===== src/msq_fifo.sv =====
module msq_fifo #(
    parameter int WIDTH = 8,
    parameter int DEPTH = 2
) (
    input  logic             clk,
    input  logic             rst_n,
    input  logic             wr_en,
    input  logic [WIDTH-1:0] wr_data,
    input  logic             rd_en,
    output logic [WIDTH-1:0] rd_data,
    output logic             full,
    output logic             empty
);

    localparam int PTR_W = (DEPTH > 1) ? $clog2(DEPTH) : 1;
    localparam int CNT_W = $clog2(DEPTH + 1);

    logic [WIDTH-1:0] store_reg [DEPTH];
    logic [PTR_W-1:0] wr_ptr_reg;
    logic [PTR_W-1:0] wr_ptr_next;
    logic [PTR_W-1:0] rd_ptr_reg;
    logic [PTR_W-1:0] rd_ptr_next;
    logic [CNT_W-1:0] count_reg;
    logic [CNT_W-1:0] count_next;
    logic             do_wr;
    logic             do_rd;

    assign full    = (count_reg == CNT_W'(DEPTH));
    assign empty   = (count_reg == '0);
    assign rd_data = store_reg[rd_ptr_reg];
    assign do_wr   = wr_en && !full;
    assign do_rd   = rd_en && !empty;

    // Pointer and fill count update with wrap at the queue depth.
    always_comb
    begin
        wr_ptr_next = wr_ptr_reg;
        rd_ptr_next = rd_ptr_reg;
        count_next  = count_reg;
        if (do_wr)
        begin
            wr_ptr_next = (int'(wr_ptr_reg) == DEPTH - 1) ? '0 : wr_ptr_reg + 1'b1;
        end
        if (do_rd)
        begin
            rd_ptr_next = (int'(rd_ptr_reg) == DEPTH - 1) ? '0 : rd_ptr_reg + 1'b1;
        end
        if (do_wr && !do_rd)
        begin
            count_next = count_reg + 1'b1;
        end
        else if (do_rd && !do_wr)
        begin
            count_next = count_reg - 1'b1;
        end
    end

    always_ff @(posedge clk or negedge rst_n)
    begin
        if (!rst_n)
        begin
            wr_ptr_reg <= '0;
            rd_ptr_reg <= '0;
            count_reg  <= '0;
        end
        else
        begin
            wr_ptr_reg <= wr_ptr_next;
            rd_ptr_reg <= rd_ptr_next;
            count_reg  <= count_next;
        end
    end

    // Entry storage holds payload only.
    always_ff @(posedge clk)
    begin
        if (do_wr)
        begin
            store_reg[wr_ptr_reg] <= wr_data;
        end
    end

endmodule


===== config.mk =====
export PLATFORM = sky130hd
export DESIGN_NAME = msq_fifo
export DESIGN_NICKNAME = d
export VERILOG_FILES = /design/src/msq_fifo.sv
export SDC_FILE = /design/constraint.sdc
export NUM_CORES = 1
export LEC_CHECK = 0
export ABC_AREA = 1
export BUFFER_PORTS_ARGS = -buffer_cell sky130_fd_sc_hd__buf_2
export CAP_MARGIN = 40
export CELL_PAD_IN_SITES_DETAIL_PLACEMENT = 1
export CELL_PAD_IN_SITES_GLOBAL_PLACEMENT = 1
export CORE_AREA = 2 2 50 52
export DETAILED_ROUTE_END_ITERATION = 12
export DIE_AREA = 0 0 52 54
export GPL_ROUTABILITY_DRIVEN = 0
export HOLD_SLACK_MARGIN = 0.15
export PLACE_DENSITY = 0.68
export SETUP_SLACK_MARGIN = 0.15
export SLEW_MARGIN = 10
export SYNTH_ARGS = -nofsm -noshare
export SYNTH_HDL_FRONTEND = slang
export SYNTH_SLANG_ARGS = --single-unit

===== constraint.sdc =====
create_clock -name clk -period 1.75 [get_ports clk]
set_input_delay 0 -clock clk [delete_from_list [all_inputs] [get_ports clk]]
set_output_delay 0 -clock clk [all_outputs]
set_load 0.02 [all_outputs]

==> flow_summary.json, run 1 <==
{
  "hold_path_class": "primary input to register",
  "finalHoldViolations": 0,
  "firstDrtPassIters": 2,
  "synth_fa_ha_area_frac": 0.0155,
  "p_leak_nw": 0.528,
  "io_buffers": 21,
  "grt_pass1_vias": 559,
  "synth_warnings": 0,
  "clk_latency_ps": 290,
  "async_flop_share": 0.200,
  "critPathLaunch": "count_reg[0]$_DFFE_PN0P_",
  "largest_register_ffs": 16,
  "crit_type": "register to register",
  "die-area_sq_um": 2810,
  "synth_compound_area_frac": 0.0124,
  "cpMostUsedCell": "nand2_1",
  "final.setup.tns_ps": 0,
  "synth_simple_gate_area_frac": 0.201,
  "synth.avg_cell_area_sq_um": 11.1,
  "start_util": 0.349,
  "cp_slowest_stage_delay_ps": 480,
  "syn_nets": 86,
  "worstPathArrival_ps": 1630,
  "clockBufferDepth": 2,
  "skew_ps": 1.72,
  "crit-reg2reg-launch": "count_reg[0]$_DFFE_PN0P_",
  "min_from": "wr_data[7]",
  "die_w_microns": 52,
  "synth_top_family_by_area": "simple AND/OR/NAND/NOR gates",
  "worst_pin_slew_ps": 340,
  "ctsRootBufferMaster": "clkbuf_4",
  "seq_area_frac_synth": 0.717,
  "slew-limit-headroom": 0.774,
  "utilization": 0.486,
  "required_ps": 1940,
  "synth_cells": 73,
  "wire_per_inst_microns": 10.3,
  "clk_pin_slew_ps": 110,
  "die-height_microns": 54,
  "finalCriticalPeriod_ps": 1440,
  "numCtsBuffers": 3,
  "crit_path_top_delay_cell": "dfrtp_1",
  "netlist_area_sq_um": 810,
  "drt-initial-drc-count": 2,
  "finalMaxSlewViolations": 0,
  "vdd_ir_drop_max_uv": 864,
  "dp_cells": 124,
  "num-fill-cells": 267,
  "synthDistinctLibCells": 14,
  "cp-start-kind": "register",
  "finalSetupViolCount": 0,
  "critPathCaptureType": "register",
  "cts_max_level": 1,
  "drv_cap": 0,
  "grt_pass1_wl_microns": 2380,
  "grt_antenna_before_repair": 0,
  "final.period_utilization": 0.825,
  "drt-total-wl_microns": 1440,
  "fmax_mhz": 693,
  "path_max_fanout": 7,
  "grt_util_all_layers": 0.122,
  "grt_start_max_net_pins": 13,
  "crit_chain": "o21ai_0 > ha_1 > inv_1 > nand3_1 > nand2_1 > nand2_1",
  "core_sq_um": 2320,
  "num_antenna_cells": 0,
  "via_per_inst": 4.26,
  "rsz0062_at_grt": "false",
  "hpwl_microns": 1060,
  "antenna_left": 0,
  "synthFlopType": "edfxtp_1",
  "overflow": 0,
  "cts_tree": "yes",
  "stdcell_count": 140,
  "rows": 18,
  "layout.nets": 124,
  "num_io_pins": 22,
  "drc": 0,
  "vias": 596,
  "synth-xor-area-share": 0.0108,
  "power.density_nw_per_um2": 1590,
  "area_growth_syn_to_layout_pct": 39.3,
  "synth_edf_count": 16,
  "cts.repair.resized": 0,
  "drive_above_1_share": 0.264,
  "clock-sinks": 20,
  "yosys-mux-area-fraction": 0,
  "ys_ff_latch": 20,
  "outcome": "complete, no violations"
}
[where the power goes]
group | switching, mW | internal (mW) | total (mW) | leakage (nW)
Clock | 0.132 | 0.231 | 0.363 | 0.0279
Sequential | 0.0925 | 0.660 | 0.753 | 0.197
Combinational | 0.437 | 0.239 | 0.675 | 0.303
[critical path: cells and delay by family (launching register included)]
family	cells	cell delay (ps)
AND/OR/NAND/NOR	3	190
AO/OA/AOI/OAI	1	280
flip-flops	1	480
adder cells (fa/ha/maj)	1	310
buffers and inverters	1	80
[layout by cell type (no fill, tap or decap)]
cell type      instances
dfrtp_1                4
dlygate4sd3_1         12
ha_1                   1
edfxtp_1              16
inv_1                  7
nand2_1               33
nor2_1                 2
nor2_2                 2
buf_4                  1
buf_2                 21
clkbuf_4               3
inv_2                  1
nand4_1                1
o21ai_0                2
nand3_1                1
bufinv_16              1
xnor2_1                1
nand3b_1               1
[worst paths after layout]
path                                        endpoint  cells past startpoint  slack (ps)
min in group asynchronous   count_reg[1]$_DFFE_PN0P_                      3         600
min reg2reg                   wr_ptr_reg$_DFFE_PN0N_                      2         500
max in group asynchronous     wr_ptr_reg$_DFFE_PN0N_                      3         970
max                         count_reg[1]$_DFFE_PN0P_                      6         310
max reg2reg                 count_reg[1]$_DFFE_PN0P_                      6         310
min                        store_reg[1][7]$_DFFE_PP_                      2         430
[repair_timing]
item                                   CTS  global route
hold buffers                            12             0
endpoints found under the hold margin   22             0
buffers inserted                         0             0
[cell usage after synthesis, types with 2 or more instances]
master | count | share of area
nor2_1 | 2 | 0.0093
nand2_1 | 33 | 0.15
inv_1 | 7 | 0.032
dfrtp_1 | 4 | 0.12
o21ai_0 | 2 | 0.012
edfxtp_1 | 16 | 0.59
nor2_2 | 2 | 0.015
[final cells by class]
cell class | instances | area (sq um) | area share
sequential | 20 | 581 | 0.515
timing repair buffer | 34 | 233 | 0.206
multi-input combinational | 44 | 194 | 0.172
tap | 30 | 37.5 | 0.0333
clock inverter | 1 | 30.0 | 0.0266
inverter | 8 | 30.0 | 0.0266
clock buffer | 3 | 22.5 | 0.0200
[metal layers]
layer	track usage	up-vias	part of all wire
met5	0	-	0
met4	0.0658	0	0.0055
met3	0.0250	2	0.038
met2	0.200	13	0.49
met1	0.151	272	0.47
li1	-	309	-
[through the flow]
stage	hold slack [ps]	area, sq um	worst slack (ps)	total power, mW
CTS	420	1130	292	1.82
global route	417	1130	194	1.94
global placement	-187	955	330	1.42
detailed placement	-185	955	311	1.44
floorplan	-296	810	351	1.21
finish	433	1130	307	1.79
[cells by family (layout without fill, tap and decap cells)]
group | count (synthesis) | after routing
flops | 20 | 20
simple gates | 40 | 40
buf+inv | 9 | 46
compound gates | 2 | 2
xor+xnor | 1 | 1
fa+ha+maj | 1 | 1
Power figures use the tool's default switching activity.
==> run 2, diff against run 1 <==
--- a/config.mk
+++ b/config.mk
@@ -5,7 +5,7 @@
 export SDC_FILE = /design/constraint.sdc
 export NUM_CORES = 1
 export LEC_CHECK = 0
-export ABC_AREA = 1
+export ABC_AREA = 0
 export BUFFER_PORTS_ARGS = -buffer_cell sky130_fd_sc_hd__buf_2
 export CAP_MARGIN = 40
 export CELL_PAD_IN_SITES_DETAIL_PLACEMENT = 1
@@ -15,7 +15,7 @@
 export DIE_AREA = 0 0 52 54
 export GPL_ROUTABILITY_DRIVEN = 0
 export HOLD_SLACK_MARGIN = 0.15
-export PLACE_DENSITY = 0.68
+export PLACE_DENSITY = 0.65
 export SETUP_SLACK_MARGIN = 0.15
 export SLEW_MARGIN = 10
 export SYNTH_ARGS = -nofsm -noshare
==> constraint.sdc (replaced) <==
create_clock -name clk -period 1.25 [get_ports clk]
set_input_delay 0 -clock clk [delete_from_list [all_inputs] [get_ports clk]]
set_output_delay 0 -clock clk [all_outputs]
set_load 0.02 [all_outputs]
==> flow_summary.json, run 2 <==
{
  "outcome": "complete, but fails checks",
  "violations": "setup timing",
  "antenna_left": 0,
  "clkPwrFrac": 0.159,
  "area_growth_syn_to_layout_pct": 71.7,
  "required_ps": 1280,
  "synth_edf_count": 16,
  "io_buffers": 21,
  "crit-reg2reg-launch": "count_reg[0]$_DFFE_PN0P_",
  "final.setup.worst_slack_ps": -147,
  "rows": 18,
  "syn_nets": 57,
  "synthFlopType": "edfxtp_1",
  "numCtsBuffers": 3,
  "seqCellArea_sq_um": 582,
  "hold_depth": 4,
  "async_flop_share": 0.200,
  "fmax_mhz": 716,
  "final_common_cell": "edfxtp_1",
  "hold_path_class": "primary input to register",
  "ff2ff_path_depth": 6,
  "ctsHoldBuffers": 10,
  "num-fill-cells": 224,
  "cts_max_level": 1,
  "cts_tree": "yes",
  "grt_pass1_vias": 583,
  "dp_cells": 100,
  "synth_top_area_share": 0.614,
  "clk_pin_slew_ps": 120,
  "vdd_ir_drop_max_uv": 1290,
  "wire_per_inst_microns": 13.5,
  "power.internal_mw": 2.25,
  "finalSetupViolCount": 27,
  "finalMaxSlewViolations": 0,
  "num_io_pins": 22,
  "slew-limit-headroom": 0.823,
  "path_max_fanout": 8,
  "firstDrtPassIters": 2,
  "p_leak_nw": 0.575,
  "p_seq_frac": 0.323,
  "grt_start_max_net_pins": 13,
  "fin_area_sq_um": 1340,
  "clockBufferDepth": 2,
  "num_antenna_cells": 0,
  "power_switching_mw": 1.03,
  "grt_pass1_wl_microns": 2590,
  "synth.avg_cell_area_sq_um": 17.8,
  "yosysTopAreaCell": "edfxtp_1",
  "ctsRootBufferMaster": "clkbuf_4",
  "synth_cells": 44,
  "grt_antenna_before_repair": 0,
  "synth_area_leaders": "edfxtp_1 (61%), dfrtp_1 (13%), mux2_1 (8.6%), mux2_2 (2.9%), xnor2_1 (2.2%)",
  "grt_util_all_layers": 0.134,
  "layout.nets": 106,
  "final.period_utilization": 1.12,
  "final_cell_mix": "edfxtp_1 (16), buf_6 (15), buf_2 (11), dlygate4sd3_1 (10), buf_4 (8)",
  "core_sq_um": 2320,
  "drv_cap": 0,
  "largest_register_ffs": 16,
  "min_from": "rd_en",
  "synth_warnings": 0,
  "clk_latency_ps": 300,
  "worst_pin_slew_ps": 266,
  "drt-initial-drc-count": 1,
  "drt-total-wl_microns": 1650,
  "placed_cell_area_sq_um": 996,
  "pwr-share-comb": 0.517,
  "critPathCaptureType": "register",
  "rsz0062_at_grt": "true",
  "finalCriticalPeriod_ps": 1400,
  "skew_ps": 4.66,
  "ys_ff_latch": 20,
  "multiInputGateArea_sq_um": 256,
  "cp-start-kind": "register",
  "die-height_microns": 54,
  "clock-sinks": 20,
  "netlist_area_sq_um": 782,
  "overflow": 0,
  "synthDistinctLibCells": 15,
  "synth.most_common_cell": "edfxtp_1",
  "start_util": 0.337,
  "via_per_inst": 4.31,
  "power.density_nw_per_um2": 2450,
  "drc": 0,
  "hold_end": "rd_ptr_reg$_DFFE_PN0P_",
  "stdcell_count": 122,
  "reg2reg_setup_slack_ps": -150,
  "worstPathArrival_ps": 1420,
  "drive_above_1_share": 0.620,
  "crit_type": "register to register",
  "r2r_end": "store_reg[0][0]$_DFFE_PP_",
  "hpwl_microns": 1040,
  "die_w_microns": 52,
  "die-area_sq_um": 2810,
  "vias": 526,
  "seq_area_frac_synth": 0.742,
  "finalHoldViolations": 0,
  "p_sw_frac": 0.314,
  "synth_common_cells": "edfxtp_1 (16), mux2_1 (6), dfrtp_1 (4)"
}
-- run 2: cell types whose count changed after synthesis, sizes merged --
cell,delta
and3,+1
inv,-6
mux2,+8
nand2,-32
nand2b,+1
nand3,-1
nand3b,-1
nand4,-1
nor2,-1
o21ai,-1
xnor2,+2
xor2,+2
-- run 2: cell type report --
type,instances,share of cell area
sequential,20,0.433
timing repair buffer,45,0.301
multi-input combinational,21,0.191
tap,30,0.0280
clock inverter,1,0.0224
clock buffer,3,0.0168
inverter,2,0.00746
-- run 2: metrics by stage --
step | setup TNS, ps | setup slack [ps] | hold WS, ps | power (mW) | utilization
floorplan | -50.7 | -50.7 | -296 | 1.71 | -
global placement | -5.76 | -5.76 | -189 | 2.07 | 0.429
finish | -2380 | -147 | 98.1 | 3.28 | 0.579
detailed placement | -342 | -129 | -181 | 2.11 | 0.429
CTS | -1420 | -119 | 93.8 | 3.23 | 0.568
global route | -3580 | -218 | 101 | 3.44 | 0.579
-- run 2: power by group through the flow --
| stage | combinational, mW | clock (mW) | sequential (mW) |
|---|---|---|---|
| global route | 1.80 | 0.560 | 1.08 |
| CTS | 1.64 | 0.532 | 1.05 |
| detailed placement | 1.02 | 0 | 1.09 |
| global placement | 0.988 | 0 | 1.08 |
| finish | 1.70 | 0.522 | 1.06 |
| floorplan | 0.681 | 0 | 1.03 |
-- run 2: metal layers --
layer | GRT usage | routed length, microns | up-vias
met5 | 0 | 0 | -
met4 | 0.0526 | 17 | 0
met3 | 0.0250 | 59 | 2
met2 | 0.259 | 910 | 14
met1 | 0.144 | 659 | 258
li1 | - | - | 252
-- run 2: cell families (layout without fill, tap and decap cells) --
kind of cell             count (synthesis)  in the layout  synth area share
XOR/XNOR                                 5              5            0.0656
flip-flops                              20             20             0.742
multiplexers                             8              8             0.115
AO/OA/AOI/OAI                            1              1           0.00639
AND/OR/NAND/NOR                          6              6            0.0384
adder cells (fa/ha/maj)                  1              1            0.0160
buffers and inverters                    3             51            0.0160
-- run 2: worst max-delay path by stage --
stage | from | to
4_1_cts | count_reg[0]$_DFFE_PN0P_ | count_reg[1]$_DFFE_PN0P_
3_5_place_dp | count_reg[1]$_DFFE_PN0P_ | count_reg[1]$_DFFE_PN0P_
3_3_place_gp | count_reg[0]$_DFFE_PN0P_ | count_reg[1]$_DFFE_PN0P_
2_1_floorplan | count_reg[0]$_DFFE_PN0P_ | count_reg[1]$_DFFE_PN0P_
5_1_grt | count_reg[0]$_DFFE_PN0P_ | count_reg[1]$_DFFE_PN0P_
6_report | count_reg[0]$_DFFE_PN0P_ | store_reg[0][0]$_DFFE_PP_
-- run 2: repair_timing --
| action | in CTS | in global routing |
|---|---|---|
| pin swaps | 2 | 1 |
| setup endpoints to repair | 28 | 29 |
| hold endpoints to repair | 22 | 1 |
| buffers inserted | 7 | 1 |
| gates cloned | 0 | 0 |
| gates resized for setup | 35 | 5 |
-- run 2: critical path: stages (launching register included) --
cell	delay (ps)
dfrtp_1	410
nand2b_4	160
nand2_4	60
buf_4	130
buf_6	110
nor2_4	120
buf_12	130
==> run 3, diff against run 2 <==
--- a/config.mk
+++ b/config.mk
@@ -16,7 +16,7 @@
 export GPL_ROUTABILITY_DRIVEN = 0
 export HOLD_SLACK_MARGIN = 0.15
 export PLACE_DENSITY = 0.65
-export SETUP_SLACK_MARGIN = 0.15
+export SETUP_SLACK_MARGIN = 0.2
 export SLEW_MARGIN = 10
 export SYNTH_ARGS = -nofsm -noshare
 export SYNTH_HDL_FRONTEND = slang
==> flow_summary.json, run 3 (synthesized netlist as in run 2, its figures left out) <==
{
  "outcome": "complete, but fails checks",
  "violations": "setup timing",
  "critPathLaunch": "count_reg[0]$_DFFE_PN0P_",
  "clockBufferDepth": 2,
  "drc": 0,
  "required_ps": 1280,
  "critPathCaptureType": "register",
  "p_sw_frac": 0.314,
  "wire_per_inst_microns": 13.5,
  "cts_max_level": 1,
  "crit_type": "register to register",
  "num_io_pins": 22,
  "grt_pass1_vias": 583,
  "slew-limit-headroom": 0.823,
  "clk_latency_ps": 300,
  "place_ws_ps": -129,
  "overflow": 0,
  "final_common_cell": "edfxtp_1",
  "final.period_utilization": 1.12,
  "final.setup.worst_slack_ps": -147,
  "power.internal_mw": 2.25,
  "finalCriticalPeriod_ps": 1400,
  "min_from": "rd_en",
  "die_w_microns": 52,
  "grt_start_max_net_pins": 13,
  "final_cell_mix": "edfxtp_1 (16), buf_6 (15), buf_2 (11), dlygate4sd3_1 (10), buf_4 (8)",
  "pwr-share-comb": 0.517,
  "p_total_mw": 3.28,
  "p_seq_frac": 0.323,
  "clkPwrFrac": 0.159,
  "core_sq_um": 2320,
  "cts_tree": "yes",
  "largest_register_ffs": 16,
  "clk_pin_slew_ps": 120,
  "start_util": 0.337,
  "clock-sinks": 20,
  "dp_cells": 100,
  "stdcell_count": 122,
  "area_growth_syn_to_layout_pct": 71.7,
  "die-area_sq_um": 2810,
  "skew_ps": 4.66,
  "drv_cap": 0,
  "worst_pin_slew_ps": 266,
  "num-fill-cells": 224,
  "ctsHoldBuffers": 10,
  "crit-reg2reg-launch": "count_reg[0]$_DFFE_PN0P_",
  "layout.nets": 106,
  "fmax_mhz": 716,
  "grt_util_all_layers": 0.134,
  "numCtsBuffers": 3,
  "hold_path_class": "primary input to register",
  "grt_pass1_wl_microns": 2590,
  "antenna_left": 0,
  "drt-initial-drc-count": 1,
  "grt_antenna_before_repair": 0,
  "rows": 18,
  "finalHoldViolations": 0,
  "drive_above_1_share": 0.620,
  "die-height_microns": 54,
  "finalMaxSlewViolations": 0,
  "power_switching_mw": 1.03,
  "rsz0062_at_grt": "true",
  "num_antenna_cells": 0,
  "vias": 526,
  "hpwl_microns": 1040,
  "ctsRootBufferMaster": "clkbuf_4",
  "worstPathArrival_ps": 1420,
  "p_leak_nw": 0.575,
  "path_max_fanout": 8,
  "firstDrtPassIters": 2,
  "drt-total-wl_microns": 1650,
  "via_per_inst": 4.31,
  "vdd_ir_drop_max_uv": 1290,
  "cp-start-kind": "register",
  "finalSetupViolCount": 27,
  "final.setup.tns_ps": -2380,
  "utilization": 0.579,
  "io_buffers": 21,
  "power.density_nw_per_um2": 2450
}
-- run 3: cell counts in the layout (fill, tap and decap cells not counted) --
No cell type changed its count.
-- run 3: path summary, 6_finish.rpt --
kind	slack (ps)	end	cells past startpoint
min reg2reg	630	wr_ptr_reg$_DFFE_PN0N_	1
min in group asynchronous	590	count_reg[0]$_DFFE_PN0P_	3
max in group asynchronous	460	rd_ptr_reg$_DFFE_PN0P_	3
max reg2reg	-150	store_reg[0][0]$_DFFE_PP_	6
max	-150	store_reg[0][0]$_DFFE_PP_	6
min	100	rd_ptr_reg$_DFFE_PN0P_	4
-- run 3: routing by layer --
layer  vias to the layer above  part of all wire  global-route usage
met5                         -                 0                   0
met4                         0             0.010              0.0526
met3                         2             0.036              0.0250
met2                        14              0.55               0.259
met1                       258              0.40               0.144
li1                        252                 -                   -
-- run 3: critical path, cell delays in order, from the launching register on --
cell	delay [ps]
dfrtp_1	410
nand2b_4	160
nand2_4	60
buf_4	130
buf_6	110
nor2_4	120
buf_12	130
-- run 3: final cells by class --
type,count,area [sq um],share of cell area
multi-input cells,21,256,0.191
inverters,2,10.0,0.00746
flip-flops and latches,20,582,0.433
clock buffers,3,22.5,0.0168
clock inverters,1,30.0,0.0224
repair buffers,45,404,0.301
well taps,30,37.5,0.0280
-- run 3: timing repair --
action                                 in CTS  in global routing
endpoints found under the hold margin      22                  1
pin swaps                                   2                  1
gates resized for setup                    35                  5
setup buffers                               7                  1
setup endpoints to repair                  29                 30
-- run 3: power groups by stage --
| stage | clock [mW] | combinational [mW] | sequential [mW] |
|---|---|---|---|
| 2_1_floorplan | 0 | 0.681 | 1.03 |
| 3_3_place_gp | 0 | 0.988 | 1.08 |
| 3_5_place_dp | 0 | 1.02 | 1.09 |
| 4_1_cts | 0.532 | 1.64 | 1.05 |
| 5_1_grt | 0.560 | 1.80 | 1.08 |
| 6_report | 0.522 | 1.70 | 1.06 |
-- run 3: stage by stage --
| step | hold slack (ps) | area, sq um |
|---|---|---|
| 2_1_floorplan | -296 | 801 |
| 3_3_place_gp | -189 | 996 |
| 3_5_place_dp | -181 | 996 |
| 4_1_cts | 93.8 | 1320 |
| 5_1_grt | 101 | 1340 |
| 6_report | 98.1 | 1340 |
